`src/sv/mig_pkg.sv`:
```
// ----------------------------------------------------------------------------
// Matrix inverse package
// Shared constants and the sequencer state type of the Gauss-Jordan inverter.
// ----------------------------------------------------------------------------
package mig_pkg;

    localparam int MATRIX_SIZE_DEF   = 4;
    localparam int FRACTION_BITS_DEF = 16;
    localparam int DATA_W            = 32;
    localparam int THR_W             = 17;
    localparam logic [THR_W-1:0] THR_RESET = 17'd33;

    typedef enum logic [4:0] {
        ST_LOAD,
        ST_INIT,
        ST_SRCH_RD,
        ST_SRCH_CHK,
        ST_SW_RD1,
        ST_SW_RD2,
        ST_SW_WR1,
        ST_SW_WR2,
        ST_DV_RD,
        ST_DV_W,
        ST_DV_WW,
        ST_DV_RW,
        ST_EL_F,
        ST_EL_FL,
        ST_EL_RD1,
        ST_EL_RD2,
        ST_EL_MUL,
        ST_EL_WR,
        ST_OUT_RD,
        ST_OUT_SEND
    } mig_state_t;

endpackage

```
`src/sv/mig_div.sv`:
```
// ----------------------------------------------------------------------------
// Fixed-point divider
// Restoring divider that returns (a << FRACTION_BITS) / p, truncated toward
// zero and saturated to 32 bits, one quotient bit per cycle.
// ----------------------------------------------------------------------------
module mig_div #(
    parameter int FRACTION_BITS = mig_pkg::FRACTION_BITS_DEF
) (
    input  logic                        aclk,
    input  logic                        aresetn,
    input  logic                        start,
    input  logic [mig_pkg::DATA_W-1:0]  dividend,
    input  logic [mig_pkg::DATA_W-1:0]  divisor,
    output logic                        done,
    output logic [mig_pkg::DATA_W-1:0]  quotient
);

    localparam int DW = mig_pkg::DATA_W;
    localparam int QW = DW + FRACTION_BITS;
    localparam int CW = $clog2(QW);

    logic          busy_reg, busy_next;
    logic          done_reg, done_next;
    logic [CW-1:0] cnt_reg, cnt_next;
    logic          neg_reg, neg_next;
    logic [DW-1:0] mp_reg, mp_next;
    logic [QW-1:0] dvd_reg, dvd_next;
    logic [QW-1:0] quo_reg, quo_next;
    logic [DW:0]   rem_reg, rem_next;
    logic [DW:0]   trial;
    logic [DW-1:0] ma;
    logic [DW-1:0] mp;

    always_comb begin
        ma    = dividend[DW-1] ? (~dividend + 1'b1) : dividend;
        mp    = divisor[DW-1] ? (~divisor + 1'b1) : divisor;
        trial = {rem_reg[DW-1:0], dvd_reg[QW-1]};
        busy_next = busy_reg;
        done_next = 1'b0;
        cnt_next  = cnt_reg;
        neg_next  = neg_reg;
        mp_next   = mp_reg;
        dvd_next  = dvd_reg;
        quo_next  = quo_reg;
        rem_next  = rem_reg;
        if (start) begin
            busy_next = 1'b1;
            cnt_next  = '0;
            neg_next  = dividend[DW-1] ^ divisor[DW-1];
            mp_next   = mp;
            dvd_next  = {ma, {FRACTION_BITS{1'b0}}};
            quo_next  = '0;
            rem_next  = '0;
        end else if (busy_reg) begin
            dvd_next = {dvd_reg[QW-2:0], 1'b0};
            if (trial >= {1'b0, mp_reg}) begin
                rem_next = trial - {1'b0, mp_reg};
                quo_next = {quo_reg[QW-2:0], 1'b1};
            end else begin
                rem_next = trial;
                quo_next = {quo_reg[QW-2:0], 1'b0};
            end
            cnt_next = cnt_reg + 1'b1;
            if (cnt_reg == CW'(QW - 1)) begin
                busy_next = 1'b0;
                done_next = 1'b1;
            end
        end
    end

    always_ff @(posedge aclk) begin
        if (!aresetn) begin
            busy_reg <= 1'b0;
            done_reg <= 1'b0;
            cnt_reg  <= '0;
        end else begin
            busy_reg <= busy_next;
            done_reg <= done_next;
            cnt_reg  <= cnt_next;
        end
        neg_reg <= neg_next;
        mp_reg  <= mp_next;
        dvd_reg <= dvd_next;
        quo_reg <= quo_next;
        rem_reg <= rem_next;
    end

    always_comb begin
        if (!neg_reg) begin
            if (|quo_reg[QW-1:DW-1]) begin
                quotient = {1'b0, {(DW-1){1'b1}}};
            end else begin
                quotient = quo_reg[DW-1:0];
            end
        end else begin
            if ((|quo_reg[QW-1:DW]) || (quo_reg[DW-1] && (|quo_reg[DW-2:0]))) begin
                quotient = {1'b1, {(DW-1){1'b0}}};
            end else begin
                quotient = ~quo_reg[DW-1:0] + 1'b1;
            end
        end
    end

    assign done = done_reg;

endmodule
```
`config.mk`:
```
export PLATFORM = sky130hd
export DESIGN_NAME = mig_div
export DESIGN_NICKNAME = d
export VERILOG_FILES = /design/src/sv/mig_pkg.sv /design/src/sv/mig_div.sv
export SDC_FILE = /design/constraint.sdc
export NUM_CORES = 1
export LEC_CHECK = 0
export BUFFER_PORTS_ARGS = -buffer_cell sky130_fd_sc_hd__buf_2
export CORE_MARGIN = 2
export CORE_UTILIZATION = 35
export CTS_CLUSTER_DIAMETER = 50
export DETAILED_ROUTE_END_ITERATION = 8
export REMOVE_ABC_BUFFERS = 1
export SLEW_MARGIN = 5
export SYNTH_ARGS = -nofsm -noshare
export SYNTH_HDL_FRONTEND = slang
export SYNTH_SLANG_ARGS = --single-unit
```
`constraint.sdc`:
```
create_clock -name aclk -period 5.5 [get_ports aclk]
set_input_delay 1.1 -clock aclk [delete_from_list [all_inputs] [get_ports aclk]]
set_output_delay 1.1 -clock aclk [all_outputs]
set_load 0.005 [all_outputs]
```
### Word level (Yosys, flattened, before mapping)

Cells that the tools add are included.
Widths: inputs -> output; s select.

* add/subtract/negate cells: 5
* $lt $le $gt $ge: 1
* equality and inequality tests: 1
* muxes and demuxes: 13
* bitwise gates (word level): 6
* reductions and logical operators: 8

Operators with widths (number)
* $mux 32: 5
* $add 32x1->32 const B: 3
* $mux 48: 2
* $not 32->32: 3
* $ge 33x32->1: 1
* $sub 32x32->32: 1
* $mux 31: 1
* $reduce_or 31->1: 1
* $reduce_or 17->1: 1
* $reduce_or 16->1: 1
* $add 6x1->6 const B: 1
* $eq 6x6->1 const B: 1
* $mux 1: 5
* $reduce_or 3->1: 1
* $not 1->1: 2
* $reduce_bool 2->1: 1
* $reduce_or 2->1: 1
* $logic_and 1x1->1: 1
* $logic_or 1x1->1: 1
* $xor 1x1->1: 1

* bits in registers: 153
* input bits: 67
* output and inout port bits: 33
* logic and storage cells: 43

### Depth between registers and ports, before layout

* word-level depth: 5
* depth in mapped cells: 14

### Worst setup path after synthesis

No wires, ideal clock.

* path type: register -> output
* from: register quo_reg[0]
* to: output port quotient[17] in the netlist's numbering
* arrival time: 2837 ps
* path slack: 1563 ps
* cell stages (with the launch flop): 12
* path buffers: 1
* cells stage by stage: dfxtp_1 inv_1 ha_1 nor3b_1 or4b_2 or4_4 nor2_4 a31oi_4 inv_2 nand2_4 buf_2 o311ai_1

* cells in the longest elaborated chain, start to end: 5

RTL lines
* start, declared: line mig_div.sv:28 `logic [QW-1:0] quo_reg, quo_next;`
* start signal, assigned: line mig_div.sv:84 `quo_reg <= quo_next;`
* parallel branches: the longest is 3 deep, another holds $add 32x1->32
* $mux 32 *: line mig_div.sv:96 `if ((|quo_reg[QW-1:DW]) || (quo_reg[DW-1] && (|quo_reg[DW-2:0]))) begin`
* $mux 32 *: line mig_div.sv:89 `if (!neg_reg) begin`
* end, declared: line mig_div.sv:15 `output logic [mig_pkg::DATA_W-1:0] quotient`

Every way passes the cells marked *.

### Worst setup path after layout

* from: register quo_reg[0]
* to: output port quotient[26] in the netlist's numbering

The elaborated chain is that of the path after synthesis.

==> key figures <==
Run status
  • Status: completed

Critical path
  • CP required: 4400 ps
  • Setup crit start kind: flip-flop
  • Reg2reg end: rem_reg[2]
  • Worst Path Arrival: 4060 ps
  • Worst r2r src: mp_reg[20]
  • Crit-path max FO: 27
  • CP bufs+invs: 3
  • R2R depth: 11
  • Slowest CP cell: or4b_2
  • Setup crit end kind: primary output
  • CP Cell Sequence: inv_1 -> ha_1 -> nor3b_1 -> or4b_2 -> or4_4 -> nor2_4 -> a31oi_4 -> inv_2 -> nand2_4 -> o311ai_1 -> buf_2
  • WS Path Type: reg -> out
  • Flop2flop setup slack: 1500 ps
  • Max incr delay on CP: 770 ps
  • Delay-heaviest family, CP: simple AND/OR/NAND/NOR gates

Yosys
  • Distinct cells, synth: 70
  • Asr flop ratio synth: 0%
  • Number of synthesized flops with an enable pin: 65
  • Main area contributors after synthesis: edfxtp_1, dfxtp_1, nor2_1, mux2i_1, nand2_1
  • Sequential fraction of the synthesis area: 37.24%
  • Top FF cell, synth: dfxtp_1
  • Ys Warns: 0
  • Mapped Area: 0.009971 mm^2
  • Yosys reg bits: 153
  • Top cell type's share of synthesized area: 19.58%
  • Area leader, netlist: edfxtp_1
  • Syn avg cell area: 8.486 um^2
  • Post-Syn Instances: 1175

Final layout
  • Nets: 1334
  • Ratio of cells with drive above 1 in the final layout: approximately an eighth
  • Non-filler instance count after layout: 1625
  • Area growth syn-to-layout: 13.39%
  • Max reg flops: 48

Global routing
  • Number of global-route vias before repair: between 8000 and 9000
  • GRT Total Usage: 15.89%
  • Largest net degree at the start of global routing: 79
  • Initial antenna violation count: 4
  • First-pass GRT wire length: 39790 um
  • Grt ovf: 0

Clocking
  • Clock Sinks: 153
  • H-tree depth: 4
  • CTS Buffer Depth: 2
  • # resized after CTS: 0
  • Reg clk slew, reported paths: 60 ps
  • Postcts setup bufs: 0
  • TritonCTS clock tree: built
  • CTS buffer count: 17
  • Hold Buf Count CTS: 0
  • Later-pin clock latency in the skew report: 430 ps
  • CTS root buffer: clkbuf_16

Placed design
  • DP Cell Count: 1589
  • Final RePlAce weighted congestion: between 0.8 and 0.9
  • Pre-CTS setup slack: approximately 830 ps
  • Dpl hpwl: 16920 um
  • PortBufs: between 90 and 100

Floorplanning
  • Starting density of the core: 35.69%
  • Die Span X: 172.8 um
  • DIE AREA: 0.02985 mm^2
  • Row count: 61
  • Chip height: 172.8 um
  • Area of the core: 0.02793 mm^2
  • Boundary Pins: 100

Timing
  • RSZ-0062 raised after global routing: no
  • Tcrit/Tclk final: 93.83%
  • Worst slew pin tran: 1055 ps
  • Clock skew: around 18 ps
  • Final setup fails: 0
  • Max transition margin: approximately 30%
  • TNS Setup: 0 ps
  • Final Hold Viols: 0
  • Fin worst setup slack: 339.1 ps
  • Fmax: 0.1938 GHz
  • Max Transition Viols Final: 0
  • Tmin final: 5161 ps

Detailed routing
  • Antenna viol nets, final: 0
  • Vias/cell: around 5.4
  • Final wirelength: 23650 um
  • Drt pass-1 iters: 5
  • DRT iter0 DRCs: 515
  • WL/cell: 14.55 um
  • Remaining DRCs: 0
  • Vias: 8709

Pwr
  • PwrDens: 280.2 mW/mm^2
  • LEAKAGE: 4.554 nW
  • Maximum vdd drop: 177.1 uV

Flow run
  • Max-cap viol count: 0

Hold path
  • WHS Path Cells: 2
  • Hold crit path type: reg -> reg
  • Hold Path Sink: rem_reg[31]
  • HP Start: rem_reg[31]
kinds of logic after synthesis:
| kind of cell | Yosys count | synth area share (%) |
|---|---|---|
| and+or+nand+nor | 443 | 21.19 |
| xor gates and xnor gates | 84 | 7.379 |
| muxes | 51 | 5.145 |
| AOI/OAI and AO/OA | 277 | 19.27 |
| DFF | 153 | 37.24 |
| buffers and inverters | 130 | 5.045 |
| adders and majority gates | 37 | 4.718 |
layer usage:
metal / vias up / GRT usage [%] / wire, um
met5: - / 0 / 0
met4: 0 / 6.427 / 658
met3: 32 / 2.858 / 759
met2: 151 / 26.49 / 11070
met1: 4131 / 20.37 / 11160
li1: 4395 / - / -
power by group:
part | total [W] | switching (W) | internal, W
combinational | 0.000721 | 0.000428 | 0.000293
clock | 0.00113 | 0.000504 | 0.000630
sequential | 0.00131 | 0.0000422 | 0.00127
cell usage after synthesis, types with 19 or more instances:
cell type,instances
nor2_1,151
or3_1,27
xnor2_1,47
inv_1,59
nand2_1,127
o21ai_0,36
o311ai_1,25
a21oi_1,65
o31ai_1,22
mux2i_1,49
xor2_1,37
ha_1,36
clkbuf_1,57
a311oi_1,27
dfxtp_1,88
nor3_1,19
edfxtp_1,65
nand3_1,24
how the worst max path moves through the flow:
stage | slack (ps) | end | cells after the start | from
6_report | 340 | quotient[26] | 11 | quo_reg[0]
5_1_grt | 90 | quotient[26] | 11 | quo_reg[0]
4_1_cts | 350 | quotient[9] | 11 | quo_reg[0]
3_5_place_dp | 830 | quotient[9] | 11 | quo_reg[0]
3_3_place_gp | 910 | quotient[9] | 11 | quo_reg[0]
2_1_floorplan | 1150 | dvd_reg[16] | 2 | busy_reg
cell type report:
class                      count  area (um^2)
inverter                      60        225.2
sequential                   153         3717
clock buffer                  19        464.2
multi-input combinational    892         5754
tap                          378        473.0
antenna                        4        10.01
timing repair buffer         106        554.3
clock inverter                13        107.6
fill                        2878        16630
layout by cell type (no fill, tap or decap), types with 18 or more instances in the layout:
cell / Yosys / routed
nor3_1: 19 / 19
o311ai_1: 25 / 25
a21oi_1: 65 / 65
mux2i_1: 49 / 49
nand3_1: 24 / 24
clkbuf_16: 0 / 18
o31ai_1: 22 / 22
inv_1: 59 / 59
xor2_1: 37 / 37
or3_1: 27 / 27
a311oi_1: 27 / 27
buf_2: 6 / 98
ha_1: 36 / 36
xnor2_1: 47 / 47
dfxtp_1: 88 / 87
o41ai_1: 18 / 18
nand2_1: 127 / 127
o21ai_0: 36 / 36
edfxtp_1: 65 / 65
nor2_1: 151 / 151
worst min-delay path, cell delays in order, from the launching register on:
cell and delay (ps):
dfxtp_1 310, nor2_1 80, a311oi_1 50
stage by stage:
| step | area (um^2) | total power (W) | hold slack, ps | util (%) |
|---|---|---|---|---|
| 2_1_floorplan | 9693 | 0.001840 | 451.9 | - |
| 3_3_place_gp | 10720 | 0.002048 | 467.8 | 38.39 |
| 3_5_place_dp | 10720 | 0.002057 | 475.2 | 38.39 |
| 4_1_cts | 11300 | 0.003209 | 487.0 | 40.44 |
| 5_1_grt | 11310 | 0.003350 | 515.9 | 40.47 |
| 6_report | 11310 | 0.003168 | 483.2 | 40.47 |
Note: power is estimated with default switching activity, not from simulation.
